**config.mk**
```make
export PLATFORM = sky130hd
export DESIGN_NAME = srt_cell
export DESIGN_NICKNAME = d
export VERILOG_FILES = /design/src/sv/segment_range_tracker_top_assert.svh /design/src/sv/srt_pkg.sv /design/src/sv/srt_cell.sv
export SDC_FILE = /design/constraint.sdc
export NUM_CORES = 1
export LEC_CHECK = 0
export BUFFER_PORTS_ARGS = -buffer_cell sky130_fd_sc_hd__buf_2
export CAP_MARGIN = 20
export CORE_MARGIN = 1
export CORE_UTILIZATION = 40
export DETAILED_ROUTE_END_ITERATION = 7
export GPL_TIMING_DRIVEN = 0
export MAX_ROUTING_LAYER = met4
export PLACE_DENSITY = 0.66
export RECOVER_POWER = 50
export SLEW_MARGIN = 0
export SYNTH_ARGS = -nofsm -noshare
export SYNTH_HDL_FRONTEND = slang
export SYNTH_SLANG_ARGS = --single-unit
```
**constraint.sdc**
```tcl
create_clock -name clk -period 4.86 [get_ports clk]
set_input_delay 0.486 -clock clk [delete_from_list [all_inputs] [get_ports clk]]
set_output_delay 0.486 -clock clk [all_outputs]
set_load 0.03 [all_outputs]
```
**src/sv/segment_range_tracker_top_assert.svh**
```systemverilog
// Assertion macros for the segment range tracker.
// Included by modules that carry concurrent checks; no other dependencies.
`ifndef SEGMENT_RANGE_TRACKER_TOP_ASSERT_SVH
`define SEGMENT_RANGE_TRACKER_TOP_ASSERT_SVH
`ifndef NO_ASSERTIONS
`define SRT_ASSERT_IMP(label, clk, rst_n, ante, cons) \
    label: assert property (@(posedge clk) disable iff (!rst_n) (ante) |-> (cons)) \
        else $error("segment range tracker: same-cycle check failed");
`define SRT_ASSERT_NXT(label, clk, rst_n, ante, cons) \
    label: assert property (@(posedge clk) disable iff (!rst_n) (ante) |=> (cons)) \
        else $error("segment range tracker: next-cycle check failed");
`else
`define SRT_ASSERT_IMP(label, clk, rst_n, ante, cons)
`define SRT_ASSERT_NXT(label, clk, rst_n, ante, cons)
`endif
`endif

```
**src/sv/srt_pkg.sv**
```systemverilog
// Shared constants and types for the segment range tracker.
// No dependencies; used by the interfaces, the range cell and the top level.
package srt_pkg;

    localparam int DATA_W          = 32;
    localparam int HELD_W          = 6;
    localparam int DEF_MAX_RANGES  = 32;

    localparam logic [2:0] ST_PENDING  = 3'd0;
    localparam logic [2:0] ST_COMPLETE = 3'd1;
    localparam logic [2:0] ST_DUP      = 3'd2;
    localparam logic [2:0] ST_OVERLAP  = 3'd3;
    localparam logic [2:0] ST_LENGTH   = 3'd4;
    localparam logic [2:0] ST_TARGET   = 3'd5;
    localparam logic [2:0] ST_FULL     = 3'd6;
    localparam logic [2:0] ST_CLEARED  = 3'd7;

    localparam logic [2:0] OP_NONE   = 3'd0;
    localparam logic [2:0] OP_START  = 3'd1;
    localparam logic [2:0] OP_INSERT = 3'd2;
    localparam logic [2:0] OP_BOTH   = 3'd3;
    localparam logic [2:0] OP_LEFT   = 3'd4;
    localparam logic [2:0] OP_RIGHT  = 3'd5;

    localparam logic REQ_ADD   = 1'b0;
    localparam logic REQ_CLEAR = 1'b1;

    // broadcast from the controller to every cell
    typedef struct packed {
        logic              check;
        logic [2:0]        op;
        logic [DATA_W-1:0] off;
        logic [DATA_W-1:0] seg_end;
    } cell_cmd_t;

    // what a cell shows its neighbors
    typedef struct packed {
        logic              p;
        logic [DATA_W-1:0] start;
        logic [DATA_W-1:0] fin;
    } cell_link_t;

    // per-cell hits, OR-reduced by the controller
    typedef struct packed {
        logic dup;
        logic ovl;
        logic lhit;
        logic rhit;
    } cell_flags_t;

endpackage

```
**src/sv/srt_cell.sv**
```systemverilog
// One range slot of the sorted range chain: holds [start, end) and its compare flags.
// Depends on srt_pkg; instantiated in a row by segment_range_tracker_top.
module srt_cell #(
    parameter int IDX   = 0,
    parameter int CNT_W = 6
) (
    input  logic                 clk,
    input  logic                 rst_n,
    input  srt_pkg::cell_cmd_t   cmd,
    input  logic [CNT_W-1:0]     count,
    input  srt_pkg::cell_link_t  prev,
    input  srt_pkg::cell_link_t  next,
    output srt_pkg::cell_link_t  link,
    output srt_pkg::cell_flags_t flags
);

    logic [srt_pkg::DATA_W-1:0] start_reg, start_next;
    logic [srt_pkg::DATA_W-1:0] end_reg, end_next;
    logic p_reg, v_reg, dup_reg, ovl_reg, endeq_reg, starteq_reg;
    logic v_now, gt_now;
    logic at_pos, left_role;

    assign v_now  = CNT_W'(IDX) < count;
    assign gt_now = start_reg > cmd.off;

    // p: this slot sits at or beyond the insertion point
    assign at_pos    = p_reg && !prev.p;
    assign left_role = !p_reg && next.p;

    assign link.p     = p_reg;
    assign link.start = start_reg;
    assign link.fin   = end_reg;

    assign flags.dup  = dup_reg;
    assign flags.ovl  = ovl_reg;
    assign flags.lhit = left_role && endeq_reg;
    assign flags.rhit = at_pos && v_reg && starteq_reg;

    always_ff @(posedge clk or negedge rst_n)
    begin
        if (!rst_n)
        begin
            p_reg       <= 1'b0;
            v_reg       <= 1'b0;
            dup_reg     <= 1'b0;
            ovl_reg     <= 1'b0;
            endeq_reg   <= 1'b0;
            starteq_reg <= 1'b0;
        end
        else if (cmd.check)
        begin
            p_reg       <= !v_now || gt_now;
            v_reg       <= v_now;
            dup_reg     <= v_now && (start_reg <= cmd.off) && (cmd.seg_end <= end_reg);
            ovl_reg     <= v_now && (cmd.off < end_reg) && (start_reg < cmd.seg_end);
            endeq_reg   <= v_now && (end_reg == cmd.off);
            starteq_reg <= start_reg == cmd.seg_end;
        end
    end

    always_comb
    begin
        start_next = start_reg;
        end_next   = end_reg;
        case (cmd.op)
            srt_pkg::OP_START:
            begin
                if (IDX == 0)
                begin
                    start_next = cmd.off;
                    end_next   = cmd.seg_end;
                end
            end
            srt_pkg::OP_INSERT:
            begin
                if (at_pos)
                begin
                    start_next = cmd.off;
                    end_next   = cmd.seg_end;
                end
                else if (p_reg)
                begin
                    start_next = prev.start;
                    end_next   = prev.fin;
                end
            end
            srt_pkg::OP_BOTH:
            begin
                // left slot absorbs the right one; the tail moves down by one
                if (left_role)
                    end_next = next.fin;
                else if (p_reg)
                begin
                    start_next = next.start;
                    end_next   = next.fin;
                end
            end
            srt_pkg::OP_LEFT:
            begin
                if (left_role)
                    end_next = cmd.seg_end;
            end
            srt_pkg::OP_RIGHT:
            begin
                if (at_pos)
                    start_next = cmd.off;
            end
            default:
            begin
                start_next = start_reg;
                end_next   = end_reg;
            end
        endcase
    end

    always_ff @(posedge clk)
    begin
        start_reg <= start_next;
        end_reg   <= end_next;
    end

endmodule

```
Word level (Yosys, flattened, before mapping)
Index checks and enable logic that the tools add are counted.

Bits in registers: 70. Input bits: 206. Output and inout bits: 69. Word-level logic and storage cells: 57.

Magnitude comparators: 6. Equality and inequality tests: 13. Multiplexer cells: 12. Reductions and logical operators: 18.

Operator list (number): $mux 32 (10); $pmux 32 s4 (2); $eq 32x32->1 (2); $le 32x32->1 (2); $lt 32x32->1 (2); $gt 32x32->1 (1); $logic_and 1x1->1 (10); $ne 2x2->1 const B (4); $reduce_bool 4->1 (2); $eq 3x2->1 const B (2); $eq 3x3->1 const B (2); $lt 1x6->1 const A (1); $ne 3x3->1 const B (2); $reduce_and 5->1 (1); $reduce_and 4->1 (1); $eq 3x1->1 const B (1); $logic_not 1->1 (3); $logic_or 1x1->1 (1).

Depth between registers and ports, before layout
Word-level depth: 4. Depth in mapped cells: 8. Mapped depth without buffers: 8.

Least setup slack after synthesis
Ideal clock, no wire load.

Kind: in2reg. From: in cmd[64] in the netlist's numbering. To: reg start_reg[0] in the netlist's numbering, enable pin. Library setup time: 0.472 ns. Data arrival time: 3.373 ns. Data required time: 4.388 ns. Path slack: 1.015 ns. Stages: 4. Buffers on the path: 2. Path through: buf_2 -> inv_1 -> clkbuf_1 -> o32ai_1.

Cells in the longest elaborated chain, start to end: 3. Elaborated cells on any way between the ends: 10. Those cells by class: eq/ne (8); reduce/logical (2).

Ends and longest elaborated chain: start, declared (RTL line srt_cell.sv:9) `input srt_pkg::cell_cmd_t cmd,`; $eq 3x2->1 (tied with other cells) (RTL line srt_cell.sv:65) `case (cmd.op)`; $ne 3x3->1 (no source line) (tied with other cells); $reduce_and 5->1 (no source line) *; end signal, assigned (RTL line srt_cell.sv:118) `start_reg <= start_next;`; end, declared (RTL line srt_cell.sv:17) `logic [srt_pkg::DATA_W-1:0] start_reg, start_next;`.

Mark *: on every way between the ends. The rest lies on a longest branch, timed or not. A chain may end at the register's enable or synchronous reset.

Worst setup path after layout
From: in cmd[64] in the netlist's numbering. To: reg end_reg[25] in the netlist's numbering, enable pin.

Cells in the longest elaborated chain, start to end: 3. Elaborated cells on any way between the ends: 9. Those cells by class: eq/ne (7); reduce/logical (2).

Ends and longest elaborated chain: $eq 3x2->1 (tied with other cells) (RTL line srt_cell.sv:65); $ne 3x3->1 (no source line) (tied with other cells); $reduce_and 4->1 (no source line) *; end signal, assigned (RTL line srt_cell.sv:119) `end_reg <= end_next;`; end, declared (RTL line srt_cell.sv:18) `logic [srt_pkg::DATA_W-1:0] end_reg, end_next;`.

Marks and branches as above.

==> flow_metrics.tcl <==
set metrics [dict create \
    grt_pass1_vias 6829 \
    ys.warnings.count 0 \
    clkTransAtPathRegs_ns 0.06 \
    critPathMaxStageDelay_ns 1.16 \
    synth_common_cells "ha_1 (128), inv_1 (102), o21ai_0 (76)" \
    dp_slack_ns 1.94 \
    dr.first_iter.drc_count 511 \
    drc_errors 0 \
    whs_path_depth 3 \
    h-tree-depth 3 \
    track_usage_pct 29.3 \
    worst-r2r-setup-slack_ns 1.44 \
    die_area_um2 17600 \
    grt_max_degree 23 \
    failed_checks "capacitance limit" \
    worst_hold_slack_ns 0.437 \
    synth-seq-cells 70 \
    finClkSkew_ns 0.00518 \
    clock_path_buffers 2 \
    p_leak_uw 0.00435 \
    finalSetupViolCount 0 \
    path_class "in2reg" \
    ctsResizeCount 0 \
    path_delay_family "buffers and inverters" \
    async_flop_share_pct 8.57 \
    worstPathMaxFanout 22 \
    crit_top_cell "clkbuf_1" \
    timing.rr.start "p_reg$_DFFE_PN0P_" \
    wirelength_um 25300 \
    post-synth-top-count-cell "ha_1" \
    worstPathCellList "clkbuf_1, clkbuf_1, a21oi_1, o22ai_1, clkbuf_1" \
    clkLatencyLatePin_ns 0.35 \
    start_kind "primary input" \
    final.setup.worst_slack_ns 1.09 \
    detail_route.wl_per_cell_um 19.6 \
    detailed_place_hpwl_um 20200 \
    p_total_uw 2370 \
    routabilityCongestion 0.896 \
    rows 47 \
    rsz0062_at_grt "false" \
    nNetsFinal 1402 \
    yosys.area.top_type_share_pct 28.1 \
    r2r-end "end_reg[25]$_DFFE_PP_" \
    grt_first_pass_wirelength_um 37700 \
    ant_nets 0 \
    drt_pass1_iterations 5 \
    antenna_found_initial 0 \
    grt_overflow 0 \
    synth_ff_type "edfxtp_1" \
    synth_cell_types 55 \
    yosys.area.top_type "edfxtp_1" \
    path_buf_inv 3 \
    clock-sinks 70 \
    diodes 0 \
    area_delta_synth_final_pct 27.8 \
    synth_cells 782 \
    viasPerCell 5.51 \
    power_density_nw_per_um2 271 \
    cap_violations 1 \
    min_path_type "in2reg" \
    seq_area_frac_synth_pct 30.3 \
    dieWidth_um 133 \
    syn_area_um2 6840 \
    synth_area_leaders "edfxtp_1 (28%), ha_1 (23%), a22oi_1 (6.0%)" \
    port_buffers 272 \
    ir_drop_v 0.000189 \
    cts_made_buffers 9 \
    finalCriticalPeriod_ns 3.77 \
    synth_nets 1116 \
    whs_endpoint "start_reg[20]$_DFFE_PP_" \
    cp.required_ns 4.81 \
    io_pins 275 \
    post-route-util_pct 52.5 \
    drive_gt1_share_pct 21.6 \
    core_um2 16600 \
    syn_avg_cell_area_um2 8.75 \
    fmax_mhz 265 \
    rr_worst_depth 4 \
    fillerInstances 1668 \
    vias 7119 \
    slew_viol_final 0 \
    period_share_pct 77.6 \
    cp_data_arrival_time_ns 3.73 \
    die_y_um 133 \
    hp-start "next[52]" \
    slowest_stage "clkbuf_1" \
    hold_viol 0 \
    cts-root-buf "clkbuf_16" \
    initial_utilization_pct 41.1 \
    synth-edff-count 64 \
    end_kind "flop" \
    status "complete, but fails checks" \
    slew_headroom_pct 0.554 \
    worst_slew_pin_slew_ns 1.49 \
    cts_tree "yes" \
]
==> worst max path at each step <==
stage	startpoint	endpoint	slack [ns]	cells past startpoint
6_report	cmd[64]	end_reg[25]$_DFFE_PP_	1.09	5
5_1_grt	cmd[64]	end_reg[25]$_DFFE_PP_	0.94	5
4_1_cts	p_reg$_DFFE_PN0P_	flags[0]	1.61	5
3_5_place_dp	prev[64]	flags[0]	1.94	6
3_3_place_gp	cmd[64]	start_reg[15]$_DFFE_PP_	-0.93	4
2_1_floorplan	cmd[64]	start_reg[0]$_DFFE_PP_	1.02	4
==> routing by layer <==
layer  up-vias  part of all wire [%]  wire length, µm  GRT usage (%)
met5         -                     0                0              -
met4         0                   2.2              544           9.13
met3        30                   6.5             1650           4.06
met2       298                    46            11700           46.7
met1      3289                    45            11400           38.3
li1       3502                     -                -              -
==> timing repair <==
action | CTS | global route
setup buffers | 0 | 0
hold buffers | 1 | 0
hold endpoints to repair | 6 | 0
==> cell type report <==
class	count	area (µm²)	share of cell area (%)
Clock buffer	9	225	2.58
Multi-Input combinational cell	573	4230	48.4
Tap cell	220	275	3.15
Buffer	37	153	1.75
Sequential cell	70	2070	23.7
Timing Repair Buffer	275	1320	15.1
Inverter	102	383	4.38
Clock inverter	7	88.8	1.02
==> tightest hold or removal path, cell delays in order <==
cell and delay [ns]:
buf_2 0.07, a22oi_1 0.05, o21ai_0 0.06
==> kinds of logic (layout without fill, tap and decap cells) <==
kind of cell               count (synthesis)  after routing  synth area share, %
AOI/OAI and AO/OA                        269            269                 24.7
and+or+nand+nor                          175            175                 13.6
buffers and inverters                    139            430                 7.86
adders and majority gates                128            128                 23.4
DFF                                       70             70                 30.3
muxes                                      1              1                0.146
==> report_power, final <==
part	switching, µW	internal [µW]	total [µW]
Sequential	49.0	741	790
Clock	289	446	736
Combinational	531	308	840
Total	870	1500	2370
==> cell usage in the layout, fill, tap and decap left out, types with 24 or more instances in the layout <==
cell type  count
buf_2        205
and3_1        40
ha_1         128
edfxtp_1      64
a22oi_1       55
inv_1        102
a21oi_1       73
nand2_1       57
o21ai_0       76
clkbuf_1     100
nand4_1       24
==> through the flow <==
stage | cells | setup TNS [ns] | cell area [µm²]
6_report | 1293 | 0 | 8740
5_1_grt | 1293 | 0 | 8740
4_1_cts | 1293 | 0 | 8880
3_5_place_dp | 1276 | 0 | 8560
3_3_place_gp | 1274 | -29.77 | 8480
2_1_floorplan | 782 | 0 | 6840
Power figures use the tool's default switching activity.
